$ cat config.mk
export PLATFORM = sky130hd
export DESIGN_NAME = serial_command_gpio_bridge_top_flat
export DESIGN_NICKNAME = d
export VERILOG_FILES = /design/src/hw/rtl/scgb_pkg.sv /design/src/hw/rtl/scgb_req_if.sv /design/src/hw/rtl/scgb_rsp_if.sv /design/src/hw/rtl/scgb_front.sv /design/src/hw/rtl/scgb_queue.sv /design/src/hw/rtl/scgb_back.sv /design/src/hw/rtl/serial_command_gpio_bridge_top.sv /design/src/flat_wrapper.sv
export SDC_FILE = /design/constraint.sdc
export NUM_CORES = 1
export LEC_CHECK = 0
export BUFFER_PORTS_ARGS = -buffer_cell sky130_fd_sc_hd__buf_2
export CAP_MARGIN = 10
export CORE_ASPECT_RATIO = 2
export CORE_MARGIN = 8
export CORE_UTILIZATION = 35
export CTS_CLUSTER_DIAMETER = 30
export DETAILED_ROUTE_END_ITERATION = 6
export SYNTH_ARGS = -nofsm -noshare
export SYNTH_HDL_FRONTEND = slang
export SYNTH_SLANG_ARGS = --single-unit
$ cat constraint.sdc
create_clock -name clock -period 8.63 [get_ports clock]
set_input_delay 0.4315 -clock clock [delete_from_list [all_inputs] [get_ports clock]]
set_output_delay 0.4315 -clock clock [all_outputs]
set_load 0.03 [all_outputs]
$ cat src/hw/rtl/scgb_pkg.sv
// Shared types, reply text tables and character constants for the serial GPIO bridge.
`default_nettype none

package scgb_pkg;

   // Parse position within a three-byte command
   typedef enum logic [1:0] {
      PH_CMD  = 2'd0,
      PH_PORT = 2'd1,
      PH_PIN  = 2'd2
   } phase_type;

   typedef enum logic [1:0] {
      PORT_NONE = 2'd0,
      PORT_B    = 2'd1,
      PORT_C    = 2'd2,
      PORT_D    = 2'd3
   } port_type;

   typedef enum logic [2:0] {
      MSG_NONE     = 3'd0,
      MSG_BAD_PORT = 3'd1,
      MSG_BAD_PIN  = 3'd2,
      MSG_OPEN     = 3'd3,
      MSG_CLOSED   = 3'd4,
      MSG_WHAT     = 3'd5
   } msg_type;

   typedef struct packed {
      logic [7:0] dir_b;
      logic [7:0] level_b;
      logic [7:0] dir_c;
      logic [7:0] level_c;
      logic [7:0] dir_d;
      logic [7:0] level_d;
   } port_regs_type;

   // One reply job: up to two texts, port registers as they stand after the item
   typedef struct packed {
      msg_type       msg_a;
      msg_type       msg_b;
      port_regs_type regs;
   } job_type;

   localparam int JOB_QUEUE_DEPTH = 2;
   localparam int JOB_QUEUE_AW    = $clog2(JOB_QUEUE_DEPTH);

   localparam logic [7:0] CH_E_UP   = "E";
   localparam logic [7:0] CH_E_LO   = "e";
   localparam logic [7:0] CH_A_UP   = "A";
   localparam logic [7:0] CH_A_LO   = "a";
   localparam logic [7:0] CH_L_UP   = "L";
   localparam logic [7:0] CH_L_LO   = "l";
   localparam logic [7:0] CH_B_UP   = "B";
   localparam logic [7:0] CH_B_LO   = "b";
   localparam logic [7:0] CH_C_UP   = "C";
   localparam logic [7:0] CH_C_LO   = "c";
   localparam logic [7:0] CH_D_UP   = "D";
   localparam logic [7:0] CH_D_LO   = "d";
   localparam logic [7:0] CH_PIN_LO = "1";
   localparam logic [7:0] CH_PIN_HI = "7";

   localparam logic [0:15][7:0] TXT_BAD_PORT = "invalid port! \n\r";
   localparam logic [0:14][7:0] TXT_BAD_PIN  = "invalid pin! \n\r";
   localparam logic [0:7][7:0]  TXT_OPEN     = "offen \n\r";
   localparam logic [0:4][7:0]  TXT_CLOSED   = "zu \n\r";
   localparam logic [0:12][7:0] TXT_WHAT     = "wie bitte? \n\r";

   // Index of the final character of a text
   function automatic logic [3:0] msg_last(input msg_type msg);
      logic [3:0] last;
      case (msg)
         MSG_BAD_PORT: last = 4'd15;
         MSG_BAD_PIN:  last = 4'd14;
         MSG_OPEN:     last = 4'd7;
         MSG_CLOSED:   last = 4'd4;
         MSG_WHAT:     last = 4'd12;
         default:      last = 4'd0;
      endcase
      return last;
   endfunction

   function automatic logic [7:0] msg_char(input msg_type msg, input logic [3:0] idx);
      logic [7:0] ch;
      ch = 8'h00;
      case (msg)
         MSG_BAD_PORT: ch = TXT_BAD_PORT[idx];
         MSG_BAD_PIN: begin
            if (idx <= 4'd14) ch = TXT_BAD_PIN[idx];
         end
         MSG_OPEN:     ch = TXT_OPEN[idx[2:0]];
         MSG_CLOSED: begin
            if (idx <= 4'd4) ch = TXT_CLOSED[idx[2:0]];
         end
         MSG_WHAT: begin
            if (idx <= 4'd12) ch = TXT_WHAT[idx];
         end
         default:      ch = 8'h00;
      endcase
      return ch;
   endfunction

endpackage

`default_nettype wire

$ cat src/hw/rtl/scgb_req_if.sv
// Request channel: received character plus sampled port pin levels.
`default_nettype none

interface scgb_req_if;
   logic       valid;
   logic       ready;
   logic [7:0] rx_byte;
   logic [7:0] pins_b;
   logic [7:0] pins_c;
   logic [7:0] pins_d;

   modport source (output valid, output rx_byte, output pins_b, output pins_c,
                   output pins_d, input ready);
   modport sink   (input valid, input rx_byte, input pins_b, input pins_c,
                   input pins_d, output ready);
endinterface

`default_nettype wire

$ cat src/hw/rtl/scgb_rsp_if.sv
// Response channel: reply character and current port register image.
`default_nettype none

interface scgb_rsp_if;
   logic       valid;
   logic       ready;
   logic       reply_valid;
   logic [7:0] reply_byte;
   logic       reply_last;
   logic [7:0] dir_b;
   logic [7:0] level_b;
   logic [7:0] dir_c;
   logic [7:0] level_c;
   logic [7:0] dir_d;
   logic [7:0] level_d;

   modport source (output valid, output reply_valid, output reply_byte, output reply_last,
                   output dir_b, output level_b, output dir_c, output level_c,
                   output dir_d, output level_d, input ready);
   modport sink   (input valid, input reply_valid, input reply_byte, input reply_last,
                   input dir_b, input level_b, input dir_c, input level_c,
                   input dir_d, input level_d, output ready);
endinterface

`default_nettype wire

$ cat src/hw/rtl/scgb_front.sv
// Front end: command parser, port register update and reply job generation.
`default_nettype none

module scgb_front import scgb_pkg::*; (
   input  logic   clock,
   input  logic   reset,
   scgb_req_if.sink req_chan,
   input  logic   q_full,
   output logic   q_push,
   output job_type q_push_data
);

   phase_type     phase_ff, phase_in;
   logic [7:0]    held_cmd_ff, held_cmd_in;
   port_type      held_port_ff, held_port_in;
   port_regs_type regs_ff, regs_in;

   logic          accept;
   port_type      port_dec;
   logic          pin_ok, cmd_set, cmd_clr, cmd_in, do_update;
   logic [7:0]    pin_bit, sel_dir, sel_lvl, sel_pins, new_dir, new_lvl;
   msg_type       msg_first, msg_second;

   assign req_chan.ready = !q_full;
   assign accept         = req_chan.valid && req_chan.ready;

   always_comb begin
      if (req_chan.rx_byte == CH_B_UP || req_chan.rx_byte == CH_B_LO) begin
         port_dec = PORT_B;
      end else if (req_chan.rx_byte == CH_C_UP || req_chan.rx_byte == CH_C_LO) begin
         port_dec = PORT_C;
      end else if (req_chan.rx_byte == CH_D_UP || req_chan.rx_byte == CH_D_LO) begin
         port_dec = PORT_D;
      end else begin
         port_dec = PORT_NONE;
      end
   end

   assign pin_ok  = (req_chan.rx_byte >= CH_PIN_LO) && (req_chan.rx_byte <= CH_PIN_HI);
   assign cmd_set = (held_cmd_ff == CH_E_UP) || (held_cmd_ff == CH_E_LO);
   assign cmd_clr = (held_cmd_ff == CH_A_UP) || (held_cmd_ff == CH_A_LO);
   assign cmd_in  = (held_cmd_ff == CH_L_UP) || (held_cmd_ff == CH_L_LO);
   // '1'..'7' map onto bit positions through the low three bits
   assign pin_bit = 8'b1 << req_chan.rx_byte[2:0];
   assign do_update = (cmd_set || cmd_clr || cmd_in) && pin_ok && (held_port_ff != PORT_NONE);

   always_comb begin
      case (held_port_ff)
         PORT_B: begin
            sel_dir  = regs_ff.dir_b;
            sel_lvl  = regs_ff.level_b;
            sel_pins = req_chan.pins_b;
         end
         PORT_C: begin
            sel_dir  = regs_ff.dir_c;
            sel_lvl  = regs_ff.level_c;
            sel_pins = req_chan.pins_c;
         end
         PORT_D: begin
            sel_dir  = regs_ff.dir_d;
            sel_lvl  = regs_ff.level_d;
            sel_pins = req_chan.pins_d;
         end
         default: begin
            sel_dir  = 8'h00;
            sel_lvl  = 8'h00;
            sel_pins = 8'h00;
         end
      endcase
   end

   always_comb begin
      new_dir = sel_dir;
      new_lvl = sel_lvl;
      if (cmd_set) begin
         new_dir = sel_dir | pin_bit;
         new_lvl = sel_lvl | pin_bit;
      end else if (cmd_clr) begin
         new_dir = sel_dir | pin_bit;
         new_lvl = sel_lvl & ~pin_bit;
      end else begin
         new_dir = sel_dir & ~pin_bit;
         new_lvl = sel_lvl | pin_bit;
      end
   end

   always_comb begin
      msg_first  = pin_ok ? MSG_NONE : MSG_BAD_PIN;
      msg_second = MSG_NONE;
      if (!(cmd_set || cmd_clr || cmd_in)) begin
         msg_second = MSG_WHAT;
      end else if (cmd_in && do_update) begin
         msg_second = ((sel_pins & pin_bit) != 8'h00) ? MSG_OPEN : MSG_CLOSED;
      end
   end

   always_comb begin
      phase_in     = phase_ff;
      held_cmd_in  = held_cmd_ff;
      held_port_in = held_port_ff;
      regs_in      = regs_ff;
      q_push       = 1'b0;
      q_push_data  = '{msg_a: MSG_NONE, msg_b: MSG_NONE, regs: regs_ff};
      if (accept) begin
         case (phase_ff)
            PH_PORT: begin
               held_port_in = port_dec;
               phase_in     = PH_PIN;
               if (port_dec == PORT_NONE) begin
                  q_push            = 1'b1;
                  q_push_data.msg_a = MSG_BAD_PORT;
               end
            end
            PH_PIN: begin
               phase_in = PH_CMD;
               if (do_update) begin
                  case (held_port_ff)
                     PORT_B: begin
                        regs_in.dir_b   = new_dir;
                        regs_in.level_b = new_lvl;
                     end
                     PORT_C: begin
                        regs_in.dir_c   = new_dir;
                        regs_in.level_c = new_lvl;
                     end
                     PORT_D: begin
                        regs_in.dir_d   = new_dir;
                        regs_in.level_d = new_lvl;
                     end
                     default: begin
                        regs_in = regs_ff;
                     end
                  endcase
               end
               q_push           = 1'b1;
               q_push_data.regs = regs_in;
               // keep the first slot filled when only one text goes out
               if (msg_first == MSG_NONE) begin
                  q_push_data.msg_a = msg_second;
                  q_push_data.msg_b = MSG_NONE;
               end else begin
                  q_push_data.msg_a = msg_first;
                  q_push_data.msg_b = msg_second;
               end
            end
            default: begin
               held_cmd_in = req_chan.rx_byte;
               phase_in    = PH_PORT;
            end
         endcase
      end
   end

   always_ff @(posedge clock) begin
      if (reset) begin
         phase_ff     <= PH_CMD;
         held_cmd_ff  <= 8'h00;
         held_port_ff <= PORT_NONE;
         regs_ff      <= '0;
      end else begin
         phase_ff     <= phase_in;
         held_cmd_ff  <= held_cmd_in;
         held_port_ff <= held_port_in;
         regs_ff      <= regs_in;
      end
   end

endmodule

`default_nettype wire

$ cat src/hw/rtl/scgb_queue.sv
// Small job queue between parser and reply sequencer.
`default_nettype none

module scgb_queue import scgb_pkg::*; (
   input  logic    clock,
   input  logic    reset,
   input  logic    push,
   input  job_type push_data,
   output logic    full,
   input  logic    pop,
   output job_type pop_data,
   output logic    empty
);

   localparam logic [JOB_QUEUE_AW:0] DEPTH_CNT = (JOB_QUEUE_AW + 1)'(JOB_QUEUE_DEPTH);

   job_type                 mem_ff [JOB_QUEUE_DEPTH];
   logic [JOB_QUEUE_AW-1:0] wr_ptr_ff, wr_ptr_in;
   logic [JOB_QUEUE_AW-1:0] rd_ptr_ff, rd_ptr_in;
   logic [JOB_QUEUE_AW:0]   count_ff, count_in;
   logic                    do_push, do_pop;

   assign full     = (count_ff == DEPTH_CNT);
   assign empty    = (count_ff == '0);
   assign do_push  = push && !full;
   assign do_pop   = pop && !empty;
   assign pop_data = mem_ff[rd_ptr_ff];

   always_comb begin
      wr_ptr_in = wr_ptr_ff;
      rd_ptr_in = rd_ptr_ff;
      count_in  = count_ff;
      if (do_push) begin
         wr_ptr_in = (wr_ptr_ff == JOB_QUEUE_AW'(JOB_QUEUE_DEPTH - 1)) ? '0 : wr_ptr_ff + 1'b1;
      end
      if (do_pop) begin
         rd_ptr_in = (rd_ptr_ff == JOB_QUEUE_AW'(JOB_QUEUE_DEPTH - 1)) ? '0 : rd_ptr_ff + 1'b1;
      end
      if (do_push && !do_pop) begin
         count_in = count_ff + 1'b1;
      end else if (do_pop && !do_push) begin
         count_in = count_ff - 1'b1;
      end
   end

   always_ff @(posedge clock) begin
      if (reset) begin
         wr_ptr_ff <= '0;
         rd_ptr_ff <= '0;
         count_ff  <= '0;
      end else begin
         wr_ptr_ff <= wr_ptr_in;
         rd_ptr_ff <= rd_ptr_in;
         count_ff  <= count_in;
      end
   end

   always_ff @(posedge clock) begin
      if (do_push) begin
         mem_ff[wr_ptr_ff] <= push_data;
      end
   end

endmodule

`default_nettype wire

$ cat src/hw/rtl/scgb_back.sv
// Back end: reply texts to response register, one char per cycle unless stalled.
`default_nettype none

module scgb_back import scgb_pkg::*; (
   input  logic    clock,
   input  logic    reset,
   input  logic    q_empty,
   input  job_type q_data,
   output logic    q_pop,
   scgb_rsp_if.source rsp_chan
);

   logic          busy_ff, busy_in;
   job_type       job_ff, job_in;
   logic          seg_ff, seg_in;
   logic [3:0]    idx_ff, idx_in;

   logic          rsp_valid_ff, rsp_valid_in;
   logic          out_rvalid_ff, out_rvalid_in;
   logic [7:0]    out_byte_ff, out_byte_in;
   logic          out_last_ff, out_last_in;
   port_regs_type out_regs_ff, out_regs_in;

   logic          advance, emit, blank, seg_end, job_end;
   msg_type       cur_msg;

   assign advance = !rsp_valid_ff || rsp_chan.ready;
   assign emit    = busy_ff && advance;
   assign cur_msg = seg_ff ? job_ff.msg_b : job_ff.msg_a;
   // a job with no text still owes one blank result
   assign blank   = (job_ff.msg_a == MSG_NONE);
   assign seg_end = blank || (idx_ff == msg_last(cur_msg));
   assign job_end = seg_end && (seg_ff || job_ff.msg_b == MSG_NONE);
   assign q_pop   = !q_empty && (!busy_ff || (emit && job_end));

   always_comb begin
      busy_in = busy_ff;
      job_in  = job_ff;
      seg_in  = seg_ff;
      idx_in  = idx_ff;
      if (q_pop) begin
         busy_in = 1'b1;
         job_in  = q_data;
         seg_in  = 1'b0;
         idx_in  = '0;
      end else if (emit && job_end) begin
         busy_in = 1'b0;
      end else if (emit) begin
         if (seg_end) begin
            seg_in = 1'b1;
            idx_in = '0;
         end else begin
            idx_in = idx_ff + 1'b1;
         end
      end
   end

   always_comb begin
      rsp_valid_in  = rsp_valid_ff;
      out_rvalid_in = out_rvalid_ff;
      out_byte_in   = out_byte_ff;
      out_last_in   = out_last_ff;
      out_regs_in   = out_regs_ff;
      if (emit) begin
         rsp_valid_in  = 1'b1;
         out_rvalid_in = !blank;
         out_byte_in   = blank ? 8'h00 : msg_char(cur_msg, idx_ff);
         out_last_in   = job_end;
         out_regs_in   = job_ff.regs;
      end else if (rsp_chan.ready) begin
         rsp_valid_in  = 1'b0;
      end
   end

   always_ff @(posedge clock) begin
      if (reset) begin
         busy_ff      <= 1'b0;
         seg_ff       <= 1'b0;
         idx_ff       <= '0;
         rsp_valid_ff <= 1'b0;
      end else begin
         busy_ff      <= busy_in;
         seg_ff       <= seg_in;
         idx_ff       <= idx_in;
         rsp_valid_ff <= rsp_valid_in;
      end
   end

   always_ff @(posedge clock) begin
      job_ff        <= job_in;
      out_rvalid_ff <= out_rvalid_in;
      out_byte_ff   <= out_byte_in;
      out_last_ff   <= out_last_in;
      out_regs_ff   <= out_regs_in;
   end

   assign rsp_chan.valid       = rsp_valid_ff;
   assign rsp_chan.reply_valid = out_rvalid_ff;
   assign rsp_chan.reply_byte  = out_byte_ff;
   assign rsp_chan.reply_last  = out_last_ff;
   assign rsp_chan.dir_b       = out_regs_ff.dir_b;
   assign rsp_chan.level_b     = out_regs_ff.level_b;
   assign rsp_chan.dir_c       = out_regs_ff.dir_c;
   assign rsp_chan.level_c     = out_regs_ff.level_c;
   assign rsp_chan.dir_d       = out_regs_ff.dir_d;
   assign rsp_chan.level_d     = out_regs_ff.level_d;

`ifndef SYNTHESIS
   a_pop_nonempty: assert property (@(posedge clock) disable iff (reset)
      q_pop |-> !q_empty)
      else $error("job popped from empty queue");

   a_idx_in_text: assert property (@(posedge clock) disable iff (reset)
      (busy_ff && !blank) |-> (idx_ff <= msg_last(cur_msg)))
      else $error("character index past end of text");

   a_blank_is_last: assert property (@(posedge clock) disable iff (reset)
      (rsp_valid_ff && !out_rvalid_ff) |-> out_last_ff)
      else $error("blank result not marked last");

   a_emit_loads_output: assert property (@(posedge clock) disable iff (reset)
      emit |=> rsp_valid_ff)
      else $error("emitted character lost");
`endif

endmodule

`default_nettype wire

$ cat src/hw/rtl/serial_command_gpio_bridge_top.sv
// Top level of the serial command to GPIO bridge.
//
//  channel   dir  handshake           payload
//  req_chan  in   valid/ready         rx_byte, pins_b, pins_c, pins_d
//  rsp_chan  out  valid/ready         reply_valid, reply_byte, reply_last,
//                                     dir_b, level_b, dir_c, level_c, dir_d, level_d
//
// Cycles: one item is taken per cycle while the job queue has room. Each reply
// character passes through the back-end sequencer, so a pin item yields one blank
// result or up to two texts; an idle sequencer first loads a job into its job register.
// Reset: synchronous, active high; parse phase, held command/port and all port
// registers clear to zero.
// Stalls: a stalled response holds the sequencer; the front keeps parsing until the
// two-entry job queue fills, then drops req_chan.ready.
`default_nettype none

module serial_command_gpio_bridge_top import scgb_pkg::*; (
   input  logic clock,
   input  logic reset,
   scgb_req_if.sink   req_chan,
   scgb_rsp_if.source rsp_chan
);

   logic    q_push, q_full, q_pop, q_empty;
   job_type q_push_data, q_pop_data;

   // Parser: tracks command/port/pin phase, owns port registers, emits jobs
   scgb_front u_front (
      .clock       (clock),
      .reset       (reset),
      .req_chan    (req_chan),
      .q_full      (q_full),
      .q_push      (q_push),
      .q_push_data (q_push_data)
   );

   // Decouples parsing from the character-rate reply stream
   scgb_queue u_queue (
      .clock     (clock),
      .reset     (reset),
      .push      (q_push),
      .push_data (q_push_data),
      .full      (q_full),
      .pop       (q_pop),
      .pop_data  (q_pop_data),
      .empty     (q_empty)
   );

   // Sequencer: one reply character per cycle into the response register while rsp_chan is ready
   scgb_back u_back (
      .clock    (clock),
      .reset    (reset),
      .q_empty  (q_empty),
      .q_data   (q_pop_data),
      .q_pop    (q_pop),
      .rsp_chan (rsp_chan)
   );

endmodule

`default_nettype wire
$ cat src/flat_wrapper.sv
// flat-port wrapper written by rule: the top's interface ports become plain ports
module serial_command_gpio_bridge_top_flat import scgb_pkg::*;
  (clock, reset, req_chan_valid, req_chan_rx_byte, req_chan_pins_b, req_chan_pins_c, req_chan_pins_d, req_chan_ready, rsp_chan_valid, rsp_chan_reply_valid, rsp_chan_reply_byte, rsp_chan_reply_last, rsp_chan_dir_b, rsp_chan_level_b, rsp_chan_dir_c, rsp_chan_level_c, rsp_chan_dir_d, rsp_chan_level_d, rsp_chan_ready);
  scgb_req_if req_chan_i ();
  scgb_rsp_if rsp_chan_i ();
  input  logic clock;
  input  logic reset;
  input wire logic [$bits(req_chan_i.valid)-1:0] req_chan_valid;
  input wire logic [$bits(req_chan_i.rx_byte)-1:0] req_chan_rx_byte;
  input wire logic [$bits(req_chan_i.pins_b)-1:0] req_chan_pins_b;
  input wire logic [$bits(req_chan_i.pins_c)-1:0] req_chan_pins_c;
  input wire logic [$bits(req_chan_i.pins_d)-1:0] req_chan_pins_d;
  output wire logic [$bits(req_chan_i.ready)-1:0] req_chan_ready;
  output wire logic [$bits(rsp_chan_i.valid)-1:0] rsp_chan_valid;
  output wire logic [$bits(rsp_chan_i.reply_valid)-1:0] rsp_chan_reply_valid;
  output wire logic [$bits(rsp_chan_i.reply_byte)-1:0] rsp_chan_reply_byte;
  output wire logic [$bits(rsp_chan_i.reply_last)-1:0] rsp_chan_reply_last;
  output wire logic [$bits(rsp_chan_i.dir_b)-1:0] rsp_chan_dir_b;
  output wire logic [$bits(rsp_chan_i.level_b)-1:0] rsp_chan_level_b;
  output wire logic [$bits(rsp_chan_i.dir_c)-1:0] rsp_chan_dir_c;
  output wire logic [$bits(rsp_chan_i.level_c)-1:0] rsp_chan_level_c;
  output wire logic [$bits(rsp_chan_i.dir_d)-1:0] rsp_chan_dir_d;
  output wire logic [$bits(rsp_chan_i.level_d)-1:0] rsp_chan_level_d;
  input wire logic [$bits(rsp_chan_i.ready)-1:0] rsp_chan_ready;
  assign req_chan_i.valid = req_chan_valid;
  assign req_chan_i.rx_byte = req_chan_rx_byte;
  assign req_chan_i.pins_b = req_chan_pins_b;
  assign req_chan_i.pins_c = req_chan_pins_c;
  assign req_chan_i.pins_d = req_chan_pins_d;
  assign req_chan_ready = req_chan_i.ready;
  assign rsp_chan_valid = rsp_chan_i.valid;
  assign rsp_chan_reply_valid = rsp_chan_i.reply_valid;
  assign rsp_chan_reply_byte = rsp_chan_i.reply_byte;
  assign rsp_chan_reply_last = rsp_chan_i.reply_last;
  assign rsp_chan_dir_b = rsp_chan_i.dir_b;
  assign rsp_chan_level_b = rsp_chan_i.level_b;
  assign rsp_chan_dir_c = rsp_chan_i.dir_c;
  assign rsp_chan_level_c = rsp_chan_i.level_c;
  assign rsp_chan_dir_d = rsp_chan_i.dir_d;
  assign rsp_chan_level_d = rsp_chan_i.level_d;
  assign rsp_chan_i.ready = rsp_chan_ready;
  serial_command_gpio_bridge_top u_core (.clock(clock), .reset(reset), .req_chan(req_chan_i), .rsp_chan(rsp_chan_i));
endmodule
==> reports/results.ini, run 1 <==
[logic_synthesis]
synth_cell_types=72
synth_seq_area_share=0.661
yosysWarnings=0
synth_top_area_share=0.545
synth_area_um2=12100
synth_cells=836
async_flop_share=0
synth-seq-cells=289
ys.flop_type=edfxtp_1
netlist_top_cells_area=edfxtp_1, dfxtp_1, mux2_2
yosysTopAreaCell=edfxtp_1
synth_area_per_cell_um2=14.4
synth_edf_count=219

[clock_tree]
clk_pin_slew_ps=60
tritoncts=built
postCtsSetupBuffers=0
cts_sinks=289
clock_path_buffers=3
cts_root_buffer=clkbuf_16
cts_buffers=35
hold_buffers=0
postCtsResizedCells=0
clock_latency_ps=520
htree_levels=2

[routing]
drc=0
drt-total-wl_um=26900
drtIter0Drc=325
via_per_inst=4.99
wire_per_inst_um=19.3
drt_first_pass_iters=4
vias=6941
ant_nets=0

[sta]
worst_slew_pin_slew_ps=1250
setup_viol=0
setup_ws_ps=4970
period_share=0.424
period_minus_slack_ps=3660
rsz0062_at_grt=false
relSlewSlack=0.166
fmax_mhz=273
skew_ps=17.5
setup_tns_ps=0
finalMaxSlewViolations=0
hold_viol_final=0

[floorplan]
die_h_um=279
core-area_um2=34100
die_area_um2=41000
die_x_um=147
num_rows=96
start_util=0.354
io_pins=96

[critical_path]
path_depth=10
cp_top_family=simple AND/OR/NAND/NOR gates
critPathCaptureType=register
crit_fanout=56
path_buf_inv=2
crit_top_cell=nor3_1
reg2regPathDepth=10
start_kind=register
crit_type=register to register
crit_chain=mux2i_4 -> mux2i_1 -> nor3_1 -> nor3_1 -> o32ai_4 -> buf_4 -> inv_1 -> ha_1 -> or3_1 -> a21oi_1
crit_required_ps=9070
crit_slowest_cell=dfxtp_1
cp.arrival_ps=4100
critPathMaxStageDelay_ps=660

[pwr]
p_leak_nw=5.04
p_per_area_nw_per_um2=310
vdd_ir_drop_max_mv=0.137

[worst_hold_path]
hp-class=input pin to register
min_path_cells=3

[global_route]
groute.usage.overall=0.132
first_global_vias=7323
grt_pass1_wl_um=42000
antenna_found_initial=0
overflow=0
grt_max_degree=69

[status]
status=finished clean

[placed_design]
gp_congestion=0.841
pre_cts_ws_ps=4920
hpwlAfterDp_um=18000
port_buffers=94
dpl_cell_area_um2=13000

[layout]
post-route-util=0.414
diodes=0
stdcell_area_um2=14100
layout.nets=976
layout-drive-gt1-share=0.318
area_delta_synth_final_pct=17.2

[run]
drv_cap=0

-- layout make-up --
cell class | count | area (um2)
clock buffer | 39 | 891
clock inverter | 22 | 295
fill | 3178 | 20000
inverter | 12 | 45.0
multi-input combinational | 485 | 3830
sequential | 289 | 7980
tap | 441 | 552
timing repair buffer | 104 | 546
-- layout by cell type, fill, tap and decap left out, types with 4 or more instances in the layout --
cell	synthesis	layout
inv_6	0	5
a211oi_1	4	4
mux2_2	106	106
nand3_1	8	8
a22oi_1	10	10
ha_1	13	13
mux2_4	13	13
clkbuf_16	0	35
nor3_1	14	14
inv_1	11	10
nor2b_1	42	42
dfxtp_1	70	69
a221oi_1	12	12
o22ai_1	6	6
buf_2	6	94
a21oi_1	38	37
nand2_1	35	35
clkinv_4	0	4
and2b_1	10	10
clkbuf_1	33	4
or3_1	4	4
o211ai_1	10	10
clkinv_8	0	5
nor2_1	40	40
o21ai_0	16	16
nand3b_1	4	4
buf_4	2	10
nand2b_1	10	10
edfxtp_1	219	219
mux2i_1	22	22
a31oi_1	4	4
nor4_1	5	5
-- sequential cells by signal (all words and copies together), names as in the netlist --
name and cells:
u_core.u_back.rsp_chan.reply_valid 1, u_core.u_back.rsp_chan.valid 1, u_core.u_front.held_port_ff 2, u_core.u_back.job_ff 54
u_core.u_back.seg_ff 1, u_core.u_back.rsp_chan.dir_c 8, u_core.u_queue.wr_ptr_ff 1, u_core.u_front.regs_ff 48
u_core.u_back.rsp_chan.level_c 8, u_core.u_back.rsp_chan.level_b 8, u_core.u_queue.mem_ff 108, u_core.u_front.phase_ff 2
u_core.u_front.held_cmd_ff 7, u_core.u_queue.count_ff 2, u_core.u_back.rsp_chan.level_d 8, u_core.u_back.rsp_chan.dir_d 8
u_core.u_back.rsp_chan.reply_last 1, u_core.u_back.idx_ff 4, u_core.u_back.busy_ff 1, u_core.u_back.rsp_chan.reply_byte 7
u_core.u_queue.rd_ptr_ff 1, u_core.u_back.rsp_chan.dir_b 8
-- worst register-to-register path, cell delays in order (launching register included) --
cell and delay, ps:
dfxtp_1 660, mux2i_4 470, mux2i_1 120, nor3_1 300, nor3_1 160, o32ai_4 300, buf_4 630, inv_1 110
ha_1 340, or3_1 350, a21oi_1 140
-- final timing paths --
| path | startpoint | endpoint | slack (ps) |
|---|---|---|---|
| setup / recovery | u_core.u_back.seg_ff | u_core.u_queue.count_ff[1] | 4970 |
| hold / removal | req_chan_rx_byte[6] | u_core.u_front.held_cmd_ff[6] | 180 |
| hold reg to reg | u_core.u_back.job_ff[38] | u_core.u_back.rsp_chan.level_b[6] | 410 |
| setup reg to reg | u_core.u_back.seg_ff | u_core.u_queue.count_ff[1] | 4970 |
-- stage by stage --
stage / hold slack (ps) / cells / total power, mW
after floorplan: 400 / 838 / 2.64
after global placement: 403 / 1331 / 2.96
after detailed placement: 405 / 1331 / 2.96
after CTS: 159 / 1392 / 4.46
after global routing: 177 / 1392 / 4.59
final: 182 / 1392 / 4.38
-- synth_stat cells, types with 3 or more instances --
master,count
or3_1,4
nor4_1,5
a31oi_1,4
a221oi_1,12
nand2_1,35
nand3_1,8
o21ai_0,16
buf_6,4
clkbuf_1,33
dfxtp_1,70
nor3b_1,3
nand2b_1,10
and2_1,3
a21oi_1,38
mux2_4,13
nor3_2,3
mux2i_1,22
o211ai_1,10
nor2_1,40
inv_1,11
nor3_1,14
edfxtp_1,219
o22ai_1,6
buf_1,7
mux2_2,106
nand3b_1,4
buf_2,6
and2b_1,10
xnor2_1,3
ha_1,13
a22oi_1,10
nor2b_1,42
a211oi_1,4
-- layer usage --
layer  track usage  vias up  share of wire
met4        0.0733        0          0.049
met3        0.0249       70          0.040
met2         0.250      149           0.55
met1         0.130     3399           0.36
met5             0        -              0
li1              -     3323              -
-- kinds of logic (layout without fill, tap and decap cells) --
group                      Yosys count  after routing  synth area share
AOI/OAI and AO/OA                  124            124            0.0706
xor gates and xnor gates             5              5           0.00363
adders and majority gates           13             13            0.0135
buffers and inverters               64            177            0.0236
DFF                                289            289             0.661
muxes                              144            144             0.137
other                                1              3          0.000311
and+or+nand+nor                    196            196            0.0896
-- power by group --
group / total (mW) / internal, mW / switching, mW
Clock: 1.48 / 0.866 / 0.611
Combinational: 0.977 / 0.302 / 0.674
Sequential: 1.93 / 1.82 / 0.111
Note: power is estimated with default switching activity, not from simulation.
==> run 2, diff against run 1 <==
==> constraint.sdc (replaced) <==
create_clock -name clock -period 3.4 [get_ports clock]
set_input_delay 0.17 -clock clock [delete_from_list [all_inputs] [get_ports clock]]
set_output_delay 0.17 -clock clock [all_outputs]
set_load 0.03 [all_outputs]
==> run 2 against run 1 <==
Net effect: core utilization up 0.80 points; final cell count up 1.4%; count of clock-buffer cells in the layout up 3; critical path type unchanged; final area up 1.9%; register-to-register slack worse by 4500 ps; worst setup slack worse by 4500 ps; sequential power rose to 2.5 times the previous value; critical endpoint unchanged; largest power group unchanged; via count up 1.0%.
==> reports/results.ini, run 2 (synthesized netlist as in run 1, its figures left out) <==
[status]
status=finished clean

[critical_path]
crit_fanout=16  ; -71%
critPathCaptureType=register
r2r_slack_ps=520  ; -4450 ps
crit_type=register to register
cp.arrival_ps=3330  ; -770 ps
crit_required_ps=3850  ; -5220 ps
reg2regPathDepth=10  ; unchanged
rr_startpoint=u_core.u_back.idx_ff[2]
rr_endpoint=u_core.u_queue.count_ff[1]
start_kind=register

[floorplan]
start_util=0.354  ; unchanged
die_area_um2=41000  ; unchanged
io_pins=96  ; unchanged
die_h_um=279  ; unchanged
core-area_um2=34100  ; unchanged
die_x_um=147  ; unchanged
num_rows=96  ; unchanged

[sta]
rsz0062_at_grt=false
period_share=0.848  ; +0.424
relSlewSlack=0.361  ; +0.195
setup_tns_ps=0  ; unchanged
finalMaxSlewViolations=0  ; unchanged
worst_slew_pin_slew_ps=958  ; -291 ps
setup_viol=0  ; unchanged
period_minus_slack_ps=2880  ; -777 ps
skew_ps=22.4  ; +4.91 ps
setup_ws_ps=516  ; -4450 ps
hold_viol_final=0  ; unchanged
fmax_mhz=347  ; +27%

[placed_design]
hpwlAfterDp_um=18200  ; +1.1%
pre_cts_ws_ps=535  ; -4390 ps
dpl_cell_area_um2=13100  ; +1.4%
port_buffers=94  ; unchanged
gp_congestion=0.842  ; about the same

[clock_tree]
cts_buffers=35  ; unchanged
tritoncts=built
postCtsResizedCells=0  ; unchanged
htree_levels=2  ; unchanged
clock_path_buffers=3  ; unchanged
cts_sinks=289  ; unchanged
clock_latency_ps=530  ; about the same
cts_root_buffer=clkbuf_16
clk_pin_slew_ps=60  ; about the same

[routing]
vias=7012  ; +1.0%
drtIter0Drc=403  ; +24%
drt_first_pass_iters=4  ; unchanged
drt-total-wl_um=26700  ; -0.78%
drc=0  ; unchanged
via_per_inst=4.97  ; -0.34%
ant_nets=0  ; unchanged
wire_per_inst_um=18.9  ; -2.1%

[layout]
stdcell_area_um2=14400  ; +1.9%
largest_reg_flops=108  ; unchanged
final_cell_mix=edfxtp_1, mux2_2, buf_2, dfxtp_1, nor2b_1
nFillCells=3142  ; -1.1%
regMostFlops=u_core.u_queue.mem_ff
post-route-util=0.422  ; +0.00800
layout_commonest_cell=edfxtp_1
layout.nets=991  ; +1.5%
layout-drive-gt1-share=0.331  ; +0.0137
reg_top3=u_core.u_queue.mem_ff (108), u_core.u_back.job_ff (54), u_core.u_front.regs_ff (48)
area_delta_synth_final_pct=19.5

[worst_hold_path]
min_path_cells=3  ; unchanged
whs_endpoint=u_core.u_front.held_cmd_ff[0]
hp-start=req_chan_rx_byte[0]
hp-class=input pin to register

[global_route]
antenna_found_initial=1  ; +1
grt_max_degree=56  ; -19%
groute.usage.overall=0.128  ; -0.00362
overflow=0  ; unchanged
grt_pass1_wl_um=41000  ; -2.3%
first_global_vias=7441  ; +1.6%

[pwr]
p_per_area_nw_per_um2=781  ; +150%
vdd_ir_drop_max_mv=0.349  ; +150%
p_total_mw=11.3  ; +160%
p_leak_nw=5.14  ; +2.0%

[run]
drv_cap=0  ; unchanged

[run 2: metrics by stage]
stage / cells / hold slack [ps]
after floorplan: 838 / 314
after global placement: 1340 / 404
after detailed placement: 1340 / 405
after CTS: 1410 / 59.5
after global routing: 1411 / 119
final: 1411 / 94.2
[run 2: final cells by class]
class	instances	area, um2	area share
flip-flops and latches	289	7980	0.554
multi-input cells	485	3900	0.270
clock buffers	42	953	0.0662
repair buffers	119	723	0.0502
well taps	441	552	0.0383
clock inverters	22	259	0.0180
inverters	12	45.0	0.00313
diodes	1	2.50	0.000174
[run 2: worst max-delay path, stage by stage, from the launching register on]
cell,delay [ps]
dfxtp_1,640
clkinv_1,400
xnor2_1,260
o32ai_4,170
nor3_4,80
o32ai_4,330
inv_1,130
ha_4,180
xor2_1,140
or3_1,310
a21oi_1,150
[run 2: timing repair]
item	CTS	global route
hold buffers	6	0
endpoints found under the hold margin	8	0
buffers inserted	0	0
[run 2: per-layer routing]
layer	GRT usage	vias to the layer above	part of all wire
met5	0	-	0
met4	0.0715	0	0.044
met3	0.0224	58	0.036
met2	0.249	155	0.56
met1	0.122	3438	0.36
li1	-	3361	-
[run 2: where the power goes]
part	leakage [nW]	total (mW)	switching, mW	internal, mW
logic	1.93	2.63	1.77	0.859
clock network	0.576	3.75	1.58	2.17
registers	2.63	4.88	0.275	4.60
total	5.14	11.3	3.63	7.63
[run 2: how the worst max path moves through the flow]
stage	from	endpoint	slack, ps	cells after the start
2_1_floorplan	u_core.u_back.seg_ff	u_core.u_queue.count_ff[1]	-380	11
3_3_place_gp	u_core.u_back.seg_ff	u_core.u_queue.count_ff[1]	630	10
3_5_place_dp	u_core.u_back.idx_ff[2]	u_core.u_queue.count_ff[1]	530	10
4_1_cts	u_core.u_back.idx_ff[2]	u_core.u_queue.count_ff[1]	520	10
5_1_grt	u_core.u_back.idx_ff[2]	u_core.u_queue.count_ff[1]	340	10
6_report	u_core.u_back.idx_ff[2]	u_core.u_queue.count_ff[1]	520	10
==> run 3, diff against run 2 <==
==> constraint.sdc (replaced) <==
create_clock -name clock -period 2.55 [get_ports clock]
set_input_delay 0.1275 -clock clock [delete_from_list [all_inputs] [get_ports clock]]
set_output_delay 0.1275 -clock clock [all_outputs]
set_load 0.03 [all_outputs]
==> run 3 against run 2 <==
Net effect: final area rose by 0.18%; clock power rose by 10%; final cell count rose by 1.5%; combinational power rose by 41%; hold slack improved by 37 ps; critical path type unchanged; sequential power rose by 33%; count of clock-buffer cells in the layout fell by 8; register-to-register slack got worse by 390 ps; global-route usage barely moved.
==> reports/results.ini, run 3 (synthesized netlist as in run 1, its figures left out) <==
[routing]
drc=0  ; unchanged
ant_nets=0  ; unchanged
drt-total-wl_um=26600  ; -0.22%
wire_per_inst_um=18.6  ; -1.7%
vias=7100  ; +1.3%
via_per_inst=4.96  ; -0.23%
drtIter0Drc=264  ; -34%
drt_first_pass_iters=6  ; +2

[placed_design]
gp_congestion=0.824  ; -2.1%
dpl_cell_area_um2=13400  ; +1.9%
hpwlAfterDp_um=18600  ; +2.1%
pre_cts_ws_ps=-22.1  ; -557 ps
port_buffers=94  ; unchanged

[sta]
setup_tns_ps=0  ; unchanged
fmax_mhz=412  ; +19%
worst_slew_pin_slew_ps=698  ; -260 ps
setup_viol=0  ; unchanged
hold_slack_ps=131  ; +36.6 ps
skew_ps=12.4  ; -9.96 ps
period_share=0.951  ; +0.103
rsz0062_at_grt=true
period_minus_slack_ps=2420  ; -460 ps
hold_viol_final=0  ; unchanged
relSlewSlack=0.535  ; +0.173
setup_ws_ps=125  ; -390 ps
finalMaxSlewViolations=0  ; unchanged

[clock_tree]
cts_buffers=29  ; -17%
tritoncts=built
htree_levels=1  ; -1
clock_latency_ps=550  ; +20 ps
clk_pin_slew_ps=60  ; about the same
cts_sinks=289  ; unchanged
clock_path_buffers=3  ; unchanged
cts_root_buffer=clkbuf_16

[critical_path]
cp.arrival_ps=2900  ; -430 ps
cp-endpoint=u_core.u_queue.count_ff[1]
reg2regPathDepth=11  ; +1
start_kind=register
crit_start=u_core.u_back.seg_ff
crit_type=register to register
rr_endpoint=u_core.u_queue.count_ff[1]
crit_required_ps=3030  ; -820 ps
crit_fanout=7  ; -9
critPathCaptureType=register
r2r_slack_ps=130  ; -390 ps
rr_startpoint=u_core.u_back.seg_ff

[pwr]
p_per_area_nw_per_um2=992  ; +27%
vdd_ir_drop_max_mv=0.497  ; +43%
p_leak_nw=5.18  ; +0.77%

[layout]
reg_top3=u_core.u_queue.mem_ff (108), u_core.u_back.job_ff (54), u_core.u_front.regs_ff (48)
post-route-util=0.423  ; +0.000770
stdcell_area_um2=14400  ; +0.18%
area_delta_synth_final_pct=19.7
largest_reg_flops=108  ; unchanged
final_cell_mix=edfxtp_1, mux2_2, buf_2, dfxtp_1, nor2b_1
layout_commonest_cell=edfxtp_1
diodes=0  ; -1
regMostFlops=u_core.u_queue.mem_ff
layout.nets=1017  ; +2.6%
layout-drive-gt1-share=0.343  ; +0.0118

[global_route]
grt_max_degree=56  ; unchanged
first_global_vias=7574  ; +1.8%
overflow=0  ; unchanged
grt_pass1_wl_um=41700  ; +1.7%
groute.usage.overall=0.128  ; +0.000159
antenna_found_initial=0  ; -1

[floorplan]
die_h_um=279  ; unchanged
start_util=0.354  ; unchanged
io_pins=96  ; unchanged
num_rows=96  ; unchanged
die_area_um2=41000  ; unchanged
core-area_um2=34100  ; unchanged
die_x_um=147  ; unchanged

[worst_hold_path]
hp-class=input pin to register
hp-start=req_chan_rx_byte[2]

[status]
status=finished clean

[run]
drv_cap=0  ; unchanged

## run 3: cell count changes in the layout (fill, tap and decap cells not counted), moves of 4 or more
cell,before,now
clkbuf_16,36,29
clkinv_8,5,1
clkinv_4,6,2
buf_4,15,40
## run 3: what timing repair did
action	4_1_cts	5_1_grt
resized for setup	1	5
cloned	0	0
buffers inserted	0	1
pin swaps	0	1
hold endpoints to repair	14	0
hold buffers	9	0
setup endpoints to repair	41	43
## run 3: worst min-delay path by stage
stage          cells past startpoint                               to
6_report                           4    u_core.u_front.held_cmd_ff[2]
5_1_grt                            4    u_core.u_front.held_cmd_ff[2]
4_1_cts                            4    u_core.u_front.held_cmd_ff[2]
3_5_place_dp                       0  u_core.u_back.rsp_chan.dir_b[6]
3_3_place_gp                       3    u_core.u_front.held_cmd_ff[4]
2_1_floorplan                      2    u_core.u_front.held_cmd_ff[3]
## run 3: stage by stage
stage          power [mW]  cells
2_1_floorplan        9.03    838
5_1_grt              15.0   1432
3_3_place_gp         10.3   1368
4_1_cts              14.5   1431
3_5_place_dp         10.3   1368
6_report             14.3   1432
## run 3: layout make-up
class | instances | area [um2]
Clock inverter | 20 | 190
Fill cell | 3180 | 19700
Sequential cell | 289 | 7980
Timing Repair Buffer | 151 | 1010
Multi-Input combinational cell | 485 | 3910
Clock buffer | 34 | 744
Inverter | 12 | 45.0
Tap cell | 441 | 552
## run 3: worst max-delay path, stage by stage (launching register included)
cell     delay (ps)
dfxtp_4         430
mux2i_4         320
buf_4           170
nor3_4           40
nor3_2          240
nor3_4           80
o32ai_4         250
inv_2            80
ha_4            160
xor2_1          140
or3_1           310
a21oi_1         140
## run 3: metal layers
| layer | GRT usage | vias to the layer above | part of all wire |
|---|---|---|---|
| li1 | - | 3409 | - |
| met3 | 0.0215 | 50 | 0.036 |
| met5 | 0 | - | 0 |
| met4 | 0.0623 | 0 | 0.040 |
| met1 | 0.125 | 3500 | 0.36 |
| met2 | 0.252 | 141 | 0.56 |
## run 3: power by group
group	total [mW]	switching [mW]	leakage [nW]	internal (mW)
clock	4.13	1.87	0.449	2.26
sequential	6.48	0.352	2.64	6.13
combinational	3.71	2.40	2.10	1.31
total	14.3	4.62	5.18	9.70
